### config.mk
export PLATFORM = sky130hd
export DESIGN_NAME = led_matrix_glyph_framebuffer
export DESIGN_NICKNAME = d
export VERILOG_FILES = /design/src/rtl/lmgf_pkg.sv /design/src/rtl/lmgf_frame_store.sv /design/src/rtl/led_matrix_glyph_framebuffer.sv
export SDC_FILE = /design/constraint.sdc
export NUM_CORES = 1
export LEC_CHECK = 0
export BUFFER_PORTS_ARGS = -buffer_cell sky130_fd_sc_hd__buf_2
export CORE_ASPECT_RATIO = 0.9
export CORE_UTILIZATION = 30
export DETAILED_ROUTE_END_ITERATION = 8
export PLACE_DENSITY_LB_ADDON = 0.08
export SLEW_MARGIN = 10
export SYNTH_ARGS = -nofsm -noshare
export SYNTH_HDL_FRONTEND = slang
export SYNTH_HIERARCHICAL = 1
export SYNTH_SLANG_ARGS = --single-unit
export TNS_END_PERCENT = 10
### constraint.sdc
create_clock -name clk -period 6 [get_ports clk]
set_input_delay 0.6 -clock clk [delete_from_list [all_inputs] [get_ports clk]]
set_output_delay 0.6 -clock clk [all_outputs]
set_load 0.01 [all_outputs]
### src/rtl/lmgf_pkg.sv
// ----------------------------------------------------------------------------
// lmgf_pkg
// Shared types, codes and glyph tables for the LED matrix glyph frame buffer.
// ----------------------------------------------------------------------------
package lmgf_pkg;

  // frame geometry
  localparam int FRAME_ROWS  = 10;
  localparam int ROW_AW      = 4;
  localparam int ROW_W       = 16;
  localparam int WIDE_COLS   = 13;
  localparam int GLYPH_LINES = 5;
  localparam int GLYPH_COUNT = 38;
  localparam int SLOT_W      = 6;
  localparam int PIX_W       = 7;

  localparam logic [ROW_AW-1:0] ROW_TOP    = 4'd0;
  localparam logic [ROW_AW-1:0] ROW_BOTTOM = 4'd9;

  // operation codes
  typedef enum logic [1:0] {
    FUNC_CLEAR = 2'd0,
    FUNC_DRAW  = 2'd1,
    FUNC_MERGE = 2'd2,
    FUNC_SCAN  = 2'd3
  } func_t;

  // configuration register indexes
  localparam logic [1:0] CFG_RED       = 2'd0;
  localparam logic [1:0] CFG_GREEN     = 2'd1;
  localparam logic [1:0] CFG_BLUE      = 2'd2;
  localparam logic [1:0] CFG_WRITE_OFF = 2'd3;

  // glyph code decoding
  localparam logic [7:0] CODE_RAW_MAX  = 8'd9;
  localparam logic [7:0] CODE_DIGIT0   = 8'd48;
  localparam logic [7:0] CODE_DIGIT9   = 8'd57;
  localparam logic [7:0] CODE_COLON    = 8'd58;
  localparam logic [7:0] CODE_APOS     = 8'd39;
  localparam logic [7:0] CODE_LETTER_A = 8'd65;
  localparam logic [7:0] CODE_LETTER_Z = 8'd90;

  localparam logic [SLOT_W-1:0] SLOT_LETTER_A = 6'd10;
  localparam logic [SLOT_W-1:0] SLOT_COLON    = 6'd36;
  localparam logic [SLOT_W-1:0] SLOT_APOS     = 6'd37;
  localparam logic [SLOT_W-1:0] SLOT_NONE     = 6'd63;

  // glyph bitmaps, top line first, bit 0 is the rightmost column
  localparam logic [4:0] GLYPH_ROM [GLYPH_COUNT][GLYPH_LINES] = '{
    '{5'd2, 5'd5, 5'd5, 5'd5, 5'd2},      '{5'd1, 5'd3, 5'd1, 5'd1, 5'd1},
    '{5'd7, 5'd1, 5'd7, 5'd4, 5'd7},      '{5'd7, 5'd1, 5'd7, 5'd1, 5'd7},
    '{5'd5, 5'd5, 5'd7, 5'd1, 5'd1},      '{5'd7, 5'd4, 5'd7, 5'd1, 5'd7},
    '{5'd2, 5'd4, 5'd7, 5'd5, 5'd7},      '{5'd7, 5'd1, 5'd1, 5'd2, 5'd2},
    '{5'd7, 5'd5, 5'd7, 5'd5, 5'd7},      '{5'd7, 5'd5, 5'd7, 5'd1, 5'd2},
    '{5'd2, 5'd5, 5'd7, 5'd5, 5'd5},      '{5'd6, 5'd5, 5'd6, 5'd5, 5'd6},
    '{5'd3, 5'd4, 5'd4, 5'd4, 5'd3},      '{5'd6, 5'd5, 5'd5, 5'd5, 5'd6},
    '{5'd3, 5'd4, 5'd7, 5'd4, 5'd3},      '{5'd7, 5'd4, 5'd7, 5'd4, 5'd4},
    '{5'd3, 5'd4, 5'd4, 5'd5, 5'd3},      '{5'd5, 5'd5, 5'd7, 5'd5, 5'd5},
    '{5'd1, 5'd1, 5'd1, 5'd1, 5'd1},      '{5'd1, 5'd1, 5'd1, 5'd1, 5'd3},
    '{5'd5, 5'd6, 5'd4, 5'd6, 5'd5},      '{5'd4, 5'd4, 5'd4, 5'd4, 5'd7},
    '{5'd17, 5'd27, 5'd21, 5'd17, 5'd17}, '{5'd17, 5'd25, 5'd21, 5'd19, 5'd17},
    '{5'd2, 5'd5, 5'd5, 5'd5, 5'd2},      '{5'd6, 5'd5, 5'd6, 5'd4, 5'd4},
    '{5'd2, 5'd5, 5'd5, 5'd5, 5'd3},      '{5'd6, 5'd5, 5'd6, 5'd5, 5'd5},
    '{5'd3, 5'd4, 5'd2, 5'd1, 5'd6},      '{5'd7, 5'd2, 5'd2, 5'd2, 5'd2},
    '{5'd5, 5'd5, 5'd5, 5'd5, 5'd7},      '{5'd17, 5'd17, 5'd10, 5'd10, 5'd4},
    '{5'd17, 5'd17, 5'd21, 5'd21, 5'd10}, '{5'd5, 5'd5, 5'd2, 5'd5, 5'd5},
    '{5'd5, 5'd5, 5'd2, 5'd2, 5'd2},      '{5'd7, 5'd1, 5'd2, 5'd4, 5'd7},
    '{5'd0, 5'd1, 5'd0, 5'd1, 5'd0},      '{5'd1, 5'd0, 5'd0, 5'd0, 5'd0}
  };

  // request from the sequencer to the frame store
  typedef struct packed {
    logic              clr;
    logic              rd_en;
    logic [ROW_AW-1:0] rd_addr;
    logic              wr_en;
    logic [ROW_AW-1:0] wr_addr;
    logic [ROW_W-1:0]  wr_data;
  } frame_req_t;

  // character code to glyph table slot
  function automatic logic [SLOT_W-1:0] glyph_slot(input logic [7:0] code);
    logic [SLOT_W-1:0] slot;
    slot = SLOT_NONE;
    if (code <= CODE_RAW_MAX) begin
      slot = code[SLOT_W-1:0];
    end else if (code >= CODE_DIGIT0 && code <= CODE_DIGIT9) begin
      slot = SLOT_W'(code - CODE_DIGIT0);
    end else if (code >= CODE_LETTER_A && code <= CODE_LETTER_Z) begin
      slot = SLOT_W'(code - CODE_LETTER_A) + SLOT_LETTER_A;
    end else if (code == CODE_COLON) begin
      slot = SLOT_COLON;
    end else if (code == CODE_APOS) begin
      slot = SLOT_APOS;
    end
    return slot;
  endfunction

  // strip position of the first led of a row
  function automatic logic [PIX_W-1:0] row_base(input logic [ROW_AW-1:0] row);
    logic [PIX_W-1:0] base;
    case (row)
      4'd0:    base = 7'd0;
      4'd1:    base = 7'd13;
      4'd2:    base = 7'd24;
      4'd3:    base = 7'd35;
      4'd4:    base = 7'd46;
      4'd5:    base = 7'd57;
      4'd6:    base = 7'd68;
      4'd7:    base = 7'd79;
      4'd8:    base = 7'd90;
      4'd9:    base = 7'd101;
      default: base = 7'd0;
    endcase
    return base;
  endfunction

endpackage

### src/rtl/lmgf_frame_store.sv
// ----------------------------------------------------------------------------
// lmgf_frame_store
// Ten-row frame memory, one read and one write port, registered read data.
// Per-row valid bits give all-zero rows after reset or a clear.
// ----------------------------------------------------------------------------
module lmgf_frame_store (
  input  logic                                clk,
  input  logic                                rst_n,
  input  lmgf_pkg::frame_req_t                req,
  output logic [lmgf_pkg::ROW_W-1:0]          rd_data
);
  import lmgf_pkg::*;

  logic [ROW_W-1:0]      mem [FRAME_ROWS];
  logic [FRAME_ROWS-1:0] vld_r;
  logic [ROW_W-1:0]      rd_data_r;
  logic                  rd_vld_r;

  // row storage and read port
  always_ff @(posedge clk) begin
    if (req.wr_en) begin
      mem[req.wr_addr] <= req.wr_data;
    end
    if (req.rd_en) begin
      rd_data_r <= mem[req.rd_addr];
    end
  end

  // valid bits, cleared by reset and by a clear operation
  always_ff @(posedge clk) begin
    if (!rst_n) begin
      vld_r    <= '0;
      rd_vld_r <= 1'b0;
    end else begin
      if (req.clr) begin
        vld_r <= '0;
      end else if (req.wr_en) begin
        vld_r[req.wr_addr] <= 1'b1;
      end
      if (req.rd_en) begin
        rd_vld_r <= vld_r[req.rd_addr];
      end
    end
  end

  // a row never written reads as zero
  assign rd_data = rd_vld_r ? rd_data_r : '0;

endmodule

### src/rtl/led_matrix_glyph_framebuffer.sv
// ----------------------------------------------------------------------------
// led_matrix_glyph_framebuffer
// Glyph frame buffer with serpentine row scanout for a 114-led matrix.
// ----------------------------------------------------------------------------
// One operation is taken at a time; in_ready is high only while the sequencer
// is idle. A clear and an invalid draw, merge or scan leave it idle; a merge
// reads its row and writes it back, and a glyph draw does a read-modify-write
// of each of its five rows through the frame memory read and write ports,
// reads overlapped with the previous write. A row scan fetches the row and
// then steps through its leds (13 for rows 0 and 9, 11 otherwise), with one
// pixel beat per cycle at most; a stalled out_ready holds the scan. Results
// leave through an output register; a waiting beat holds the scan only at a column that sends one.
// ----------------------------------------------------------------------------
module led_matrix_glyph_framebuffer (
  input  logic                              clk,
  input  logic                              rst_n,
  // operation channel
  input  logic                              in_valid,
  output logic                              in_ready,
  input  logic [1:0]                        in_func,
  input  logic [7:0]                        in_glyph_code,
  input  logic [2:0]                        in_glyph_row,
  input  logic [3:0]                        in_shift_left,
  input  logic [3:0]                        in_row_index,
  input  logic [15:0]                       in_row_bits,
  // pixel write channel
  output logic                              out_valid,
  input  logic                              out_ready,
  output logic [lmgf_pkg::PIX_W-1:0]        out_pixel_index,
  output logic [7:0]                        out_red,
  output logic [7:0]                        out_green,
  output logic [7:0]                        out_blue,
  output logic                              out_last,
  // configuration channel
  input  logic                              cfg_valid,
  output logic                              cfg_ready,
  input  logic [1:0]                        cfg_index,
  input  logic [7:0]                        cfg_data
);
  import lmgf_pkg::*;

  localparam logic [2:0]           GLYPH_ROW_MAX = 3'd5;
  localparam logic [3:0]           SHIFT_MAX     = 4'd10;
  localparam logic [2:0]           LINE_LAST     = 3'd4;
  localparam logic [3:0]           COL_FIRST_WIDE  = 4'd0;
  localparam logic [3:0]           COL_FIRST_INNER = 4'd1;
  localparam logic [3:0]           COL_LAST_WIDE   = 4'd12;
  localparam logic [3:0]           COL_LAST_INNER  = 4'd11;
  localparam logic [WIDE_COLS-1:0] MASK_WIDE     = 13'h1FFF;
  localparam logic [WIDE_COLS-1:0] MASK_INNER    = 13'h0FFE;
  localparam logic [WIDE_COLS-1:0] EM_LAST_ONE   = 13'd1;

  typedef enum logic [2:0] {
    S_IDLE,
    S_MERGE,
    S_DRAW,
    S_SCAN_LD,
    S_SCAN
  } state_t;

  // frame row that a glyph line lands in
  function automatic logic [ROW_AW-1:0] draw_dest(input logic [2:0] grow,
                                                  input logic [2:0] line);
    return ROW_AW'(GLYPH_LINES) + {1'b0, line} - {1'b0, grow};
  endfunction

  // glyph line placed in row bits, with the corner shift on the outer rows
  function automatic logic [ROW_W-1:0] draw_bits(input logic [SLOT_W-1:0] slot,
                                                 input logic [2:0] line,
                                                 input logic [2:0] grow,
                                                 input logic [3:0] shift);
    logic [4:0] pat;
    logic [5:0] pat6;
    logic       corner;
    pat    = GLYPH_ROM[slot][line];
    corner = (grow == 3'd0 && line == LINE_LAST) ||
             (grow == GLYPH_ROW_MAX && line == 3'd0);
    pat6   = corner ? {pat, 1'b0} : {1'b0, pat};
    return {10'd0, pat6} << shift;
  endfunction

  // row bits in scan order, one per column, corner columns of inner rows off
  function automatic logic [WIDE_COLS-1:0] scan_lit(input logic [ROW_AW-1:0] row,
                                                    input logic [ROW_W-1:0] data);
    logic [WIDE_COLS-1:0] lit;
    logic                 inner;
    logic [3:0]           bidx;
    inner = (row != ROW_TOP) && (row != ROW_BOTTOM);
    for (int k = 0; k < WIDE_COLS; k++) begin
      if (row[0]) begin
        bidx = 4'(k) - {3'd0, inner};
      end else begin
        bidx = 4'(WIDE_COLS - 1 - k) - {3'd0, inner};
      end
      if (inner && (k == 0 || k == WIDE_COLS - 1)) begin
        lit[k] = 1'b0;
      end else begin
        lit[k] = data[bidx];
      end
    end
    return lit;
  endfunction

  state_t                state_r, state_nxt;
  logic [2:0]            line_r, line_nxt;
  logic [2:0]            grow_r, grow_nxt;
  logic [3:0]            shift_r, shift_nxt;
  logic [SLOT_W-1:0]     slot_r, slot_nxt;
  logic [ROW_AW-1:0]     row_r, row_nxt;
  logic [ROW_W-1:0]      bits_r, bits_nxt;
  logic [WIDE_COLS-1:0]  lit_r, lit_nxt;
  logic [WIDE_COLS-1:0]  em_r, em_nxt;
  logic [3:0]            col_r, col_nxt;
  logic [3:0]            col_end_r, col_end_nxt;
  logic [PIX_W-1:0]      px_r, px_nxt;
  logic                  out_valid_r, out_valid_nxt;
  logic [PIX_W-1:0]      out_px_r, out_px_nxt;
  logic [7:0]            out_red_r, out_red_nxt;
  logic [7:0]            out_green_r, out_green_nxt;
  logic [7:0]            out_blue_r, out_blue_nxt;
  logic                  out_last_r, out_last_nxt;
  logic [7:0]            red_r, green_r, blue_r;
  logic                  write_off_r;

  frame_req_t            req;
  logic [ROW_W-1:0]      rd_data;
  logic [SLOT_W-1:0]     in_slot;
  logic                  in_acc;
  logic                  inner;
  logic                  out_free;
  logic                  emit;

  lmgf_frame_store u_store (
    .clk     (clk),
    .rst_n   (rst_n),
    .req     (req),
    .rd_data (rd_data)
  );

  assign in_ready  = (state_r == S_IDLE);
  assign in_acc    = in_valid && in_ready;
  assign in_slot   = glyph_slot(in_glyph_code);
  assign inner     = (row_r != ROW_TOP) && (row_r != ROW_BOTTOM);
  assign out_free  = !out_valid_r || out_ready;
  assign cfg_ready = 1'b1;

  // sequencer
  always_comb begin
    state_nxt     = state_r;
    line_nxt      = line_r;
    grow_nxt      = grow_r;
    shift_nxt     = shift_r;
    slot_nxt      = slot_r;
    row_nxt       = row_r;
    bits_nxt      = bits_r;
    lit_nxt       = lit_r;
    em_nxt        = em_r;
    col_nxt       = col_r;
    col_end_nxt   = col_end_r;
    px_nxt        = px_r;
    out_valid_nxt = out_valid_r && !out_ready;
    out_px_nxt    = out_px_r;
    out_red_nxt   = out_red_r;
    out_green_nxt = out_green_r;
    out_blue_nxt  = out_blue_r;
    out_last_nxt  = out_last_r;
    emit          = 1'b0;
    req           = '0;

    case (state_r)
      S_IDLE: begin
        if (in_acc) begin
          grow_nxt  = in_glyph_row;
          shift_nxt = in_shift_left;
          slot_nxt  = in_slot;
          row_nxt   = in_row_index;
          bits_nxt  = in_row_bits;
          line_nxt  = 3'd0;
          case (func_t'(in_func))
            FUNC_CLEAR: begin
              req.clr = 1'b1;
            end
            FUNC_DRAW: begin
              if (in_glyph_row <= GLYPH_ROW_MAX && in_shift_left <= SHIFT_MAX &&
                  in_slot != SLOT_NONE) begin
                req.rd_en   = 1'b1;
                req.rd_addr = draw_dest(in_glyph_row, 3'd0);
                state_nxt   = S_DRAW;
              end
            end
            FUNC_MERGE: begin
              if (in_row_index <= ROW_BOTTOM) begin
                req.rd_en   = 1'b1;
                req.rd_addr = in_row_index;
                state_nxt   = S_MERGE;
              end
            end
            FUNC_SCAN: begin
              if (in_row_index <= ROW_BOTTOM) begin
                req.rd_en   = 1'b1;
                req.rd_addr = in_row_index;
                state_nxt   = S_SCAN_LD;
              end
            end
            default: ;
          endcase
        end
      end

      // write back the merged row
      S_MERGE: begin
        req.wr_en   = 1'b1;
        req.wr_addr = row_r;
        req.wr_data = rd_data | bits_r;
        state_nxt   = S_IDLE;
      end

      // write one glyph line while the next row is read
      S_DRAW: begin
        req.wr_en   = 1'b1;
        req.wr_addr = draw_dest(grow_r, line_r);
        req.wr_data = rd_data | draw_bits(slot_r, line_r, grow_r, shift_r);
        if (line_r == LINE_LAST) begin
          state_nxt = S_IDLE;
        end else begin
          req.rd_en   = 1'b1;
          req.rd_addr = draw_dest(grow_r, line_r + 3'd1);
          line_nxt    = line_r + 3'd1;
        end
      end

      // turn the fetched row into scan order and mark the beats to send
      S_SCAN_LD: begin
        lit_nxt     = scan_lit(row_r, rd_data);
        em_nxt      = scan_lit(row_r, rd_data) |
                      (write_off_r ? (inner ? MASK_INNER : MASK_WIDE) : '0);
        col_nxt     = inner ? COL_FIRST_INNER : COL_FIRST_WIDE;
        col_end_nxt = inner ? COL_LAST_INNER : COL_LAST_WIDE;
        px_nxt      = row_base(row_r);
        state_nxt   = S_SCAN;
      end

      // one column per cycle, held while a beat cannot be placed
      S_SCAN: begin
        if (!em_r[col_r] || out_free) begin
          if (em_r[col_r]) begin
            emit          = 1'b1;
            out_valid_nxt = 1'b1;
            out_px_nxt    = px_r;
            out_red_nxt   = lit_r[col_r] ? red_r : 8'd0;
            out_green_nxt = lit_r[col_r] ? green_r : 8'd0;
            out_blue_nxt  = lit_r[col_r] ? blue_r : 8'd0;
            out_last_nxt  = ((em_r >> col_r) == EM_LAST_ONE);
          end
          col_nxt = col_r + 4'd1;
          px_nxt  = px_r + 7'd1;
          if (col_r == col_end_r) begin
            state_nxt = S_IDLE;
          end
        end
      end

      default: begin
        state_nxt = S_IDLE;
      end
    endcase
  end

  // state and registered outputs
  always_ff @(posedge clk) begin
    if (!rst_n) begin
      state_r     <= S_IDLE;
      out_valid_r <= 1'b0;
    end else begin
      state_r     <= state_nxt;
      out_valid_r <= out_valid_nxt;
    end
    line_r      <= line_nxt;
    grow_r      <= grow_nxt;
    shift_r     <= shift_nxt;
    slot_r      <= slot_nxt;
    row_r       <= row_nxt;
    bits_r      <= bits_nxt;
    lit_r       <= lit_nxt;
    em_r        <= em_nxt;
    col_r       <= col_nxt;
    col_end_r   <= col_end_nxt;
    px_r        <= px_nxt;
    if (emit) begin
      out_px_r    <= out_px_nxt;
      out_red_r   <= out_red_nxt;
      out_green_r <= out_green_nxt;
      out_blue_r  <= out_blue_nxt;
      out_last_r  <= out_last_nxt;
    end
  end

  // configuration registers
  always_ff @(posedge clk) begin
    if (!rst_n) begin
      red_r       <= 8'd255;
      green_r     <= 8'd255;
      blue_r      <= 8'd255;
      write_off_r <= 1'b0;
    end else if (cfg_valid && cfg_ready) begin
      case (cfg_index)
        CFG_RED:       red_r       <= cfg_data;
        CFG_GREEN:     green_r     <= cfg_data;
        CFG_BLUE:      blue_r      <= cfg_data;
        CFG_WRITE_OFF: write_off_r <= cfg_data[0];
        default: ;
      endcase
    end
  end

  assign out_valid       = out_valid_r;
  assign out_pixel_index = out_px_r;
  assign out_red         = out_red_r;
  assign out_green       = out_green_r;
  assign out_blue        = out_blue_r;
  assign out_last        = out_last_r;

endmodule
==> impl_results.md <==
- Run status: finished with violations
- Failing checks: DRC
- Initial Util: 30.4%
- Root Buffer: clkbuf_16
- Met3 Usage GRT: 2.34%
- Comb pwr share: 11.1%
- Final HPWL DP: 25.7 mm
- Max_cap viols: 0
- Gpl congestion: 0.819
- Setup TNS: 0 ns
- Clock power frac: 43.4%
- Placement row count: 77
- GRT Residual Overflow: 0
- N_diodes: 0
- Global routing's busiest layer: met2
- Vias in the first global route: 9671
- Cell internal pwr: 4.06 mW
- Post-CTS Setup Bufs: 0
- CP Max Fanout: 38
- Final Util: 35.2%
- Wire per inst: 20.3 um
- # fillers: 4810
- Cell area after synthesis: 0.0149 mm2
- CTS H-tree depth: 2
- HP Class: in -> reg
- Buf/Inv on CP: 1
- Switching Share: 24.7%
- Pre-Repair DR Iteration Count: 9
- Global routing usage on met2: 24.7%
- Final critical-path required period: 4.86 ns
- Top Family by Delay on Critical Path: compound AO/OA/AOI/OAI gates
- Fin Clk Skew: 0.0334 ns
- Worst IR drop on VDD: 0.164 mV
- Slew headroom: 14.3%
- CTS Hold Bufs: 0
- Port buffer count: 83
- Power Density: 312 mW/mm2
- Synth Warn #: 6
- Full die area: 0.0506 mm2
- Area delta synth->final: 15.8%
- Ports: 87
- Dpl cell area: 0.0160 mm2
- First-pass GRT wire length: 60.5 mm
- Reg clk slew, reported paths: 0.06 ns
- Worst path most repeated cell: nor3_1
- Final ANT Viol Nets: 0
- GRT Total Usage: 15.9%
- Die extent in x: 237 um
- Final setup violation count: 0
- Pins over their slew limit: 0
- Core area: 0.0490 mm2
- Drt initial violations: 671
- RSZ-0062 raised after global routing: no
- Initial antenna violation count: 0
- Net Sw Power: 1.33 mW
- Synthesized area per cell: 12.5 um2
- Fin Hold WS: 0.219 ns
- Arrival @ worst endpoint: 4.95 ns
- Crit-path cells: buf_4, nand2_1, a211o_1, a311oi_1, nor3_1, a211oi_2, nor3_1, nor4_1, o21ai_0
- DR vias: 9687
- Fin crit share: 81.1%
- Crit-path slowest cell: edfxtp_1
- Post-Synthesis Net Count: 1281
- CTS tree: yes
- Non-Filler Instances: 1925
- Placed insts: 1859
- Final hold vios: 0
- Post-route cell area: 0.0172 mm2
- CP startpoint kind: flop
- Post-DR vias/cell: 5.03
- DR DRC count: 2
- Max Fclk: 206 MHz
- Die H: 213 um
- Largest net degree at the start of global routing: 39
- Least-Margin Pin Slew: 1.27 ns
- Kind of critical path: reg -> reg
- Critical Path Sink Type: flop
- Post-cts gate resize count: 0
- Number of nets in the layout: 1359
- Layout cells sized above 1: 19.6%
- CTS Sinks: 306
- Clk buf depth: 3
- Worst skew pair latency: 0.57 ns
- DRT Wirelength: 39.1 mm
- Critical path's largest stage delay: 1.14 ns
- Sequential power share: 45.6%
- Num CTS Buffers: 37
- Worst Path Required: 6.08 ns
- Met1 usage: 22.7%
- Mapped Cells: 1188
- Leak pwr: 6.49 nW
[layout by cell type, fill, tap and decap left out, drive strengths merged, types with 41 or more instances in the layout]
master  count
nor2       59
nor2b      45
inv        41
a21oi      53
dfxtp      47
nand2     114
buf       106
edfxtp    259
clkbuf     52
[final timing paths]
| kind | start | endpoint | slack [ns] | cells after the start |
|---|---|---|---|---|
| min | in_row_bits[5] | bits_r[5] | 0.22 | 1 |
| max | slot_r[2] | u_store/mem[4][11] | 1.14 | 9 |
| min reg2reg | red_r[7] | red_r[7] | 0.46 | 2 |
| max reg2reg | slot_r[2] | u_store/mem[4][11] | 1.14 | 9 |
[metrics by stage]
step	total power, mW	setup WS, ns
final	5.38	1.14
after global routing	5.62	0.739
after CTS	5.46	1.22
after detailed placement	3.10	0.846
after global placement	3.10	0.876
after floorplan	2.89	1.78
[metal layers]
layer	share of wire, %	vias up	routed length [um]
li1	-	4623	-
met3	3.2	58	1260
met5	0	-	0
met4	2.4	0	925
met1	49	4823	19200
met2	45	183	17600
[layout make-up]
type                    instances  area (um2)  share of cell area (%)
multi-input cells             774        5720                    33.2
flip-flops and latches        306        8720                    50.5
repair buffers                106         601                    3.48
inverters                      41         154                   0.892
clock inverters                14         219                    1.27
clock buffers                  52        1040                    6.05
well taps                     632         791                    4.58
[sequential cells by signal, indices dropped and copies added (netlist names), 3 cells and up, named ones only]
| signal | cells |
|---|---|
| u_store/rd_data_r | 14 |
| grow_r | 3 |
| slot_r | 6 |
| state_r | 3 |
| red_r | 8 |
| out_pixel_index | 7 |
| out_red | 8 |
| em_r | 13 |
| u_store/vld_r | 10 |
| blue_r | 8 |
| line_r | 3 |
| px_r | 7 |
| bits_r | 14 |
| row_r | 4 |
| col_r | 4 |
| out_green | 8 |
| green_r | 8 |
| u_store/mem | 140 |
| out_blue | 8 |
| shift_r | 4 |
| lit_r | 13 |
[power groups by stage]
stage | registers (mW) | logic, mW | clock network, mW
after floorplan | 2.46 | 0.436 | 0
after global placement | 2.50 | 0.601 | 0
after detailed placement | 2.50 | 0.602 | 0
after CTS | 2.45 | 0.604 | 2.41
after global routing | 2.46 | 0.667 | 2.49
final | 2.45 | 0.595 | 2.33
No activity file was read; power rests on OpenSTA's default activity.
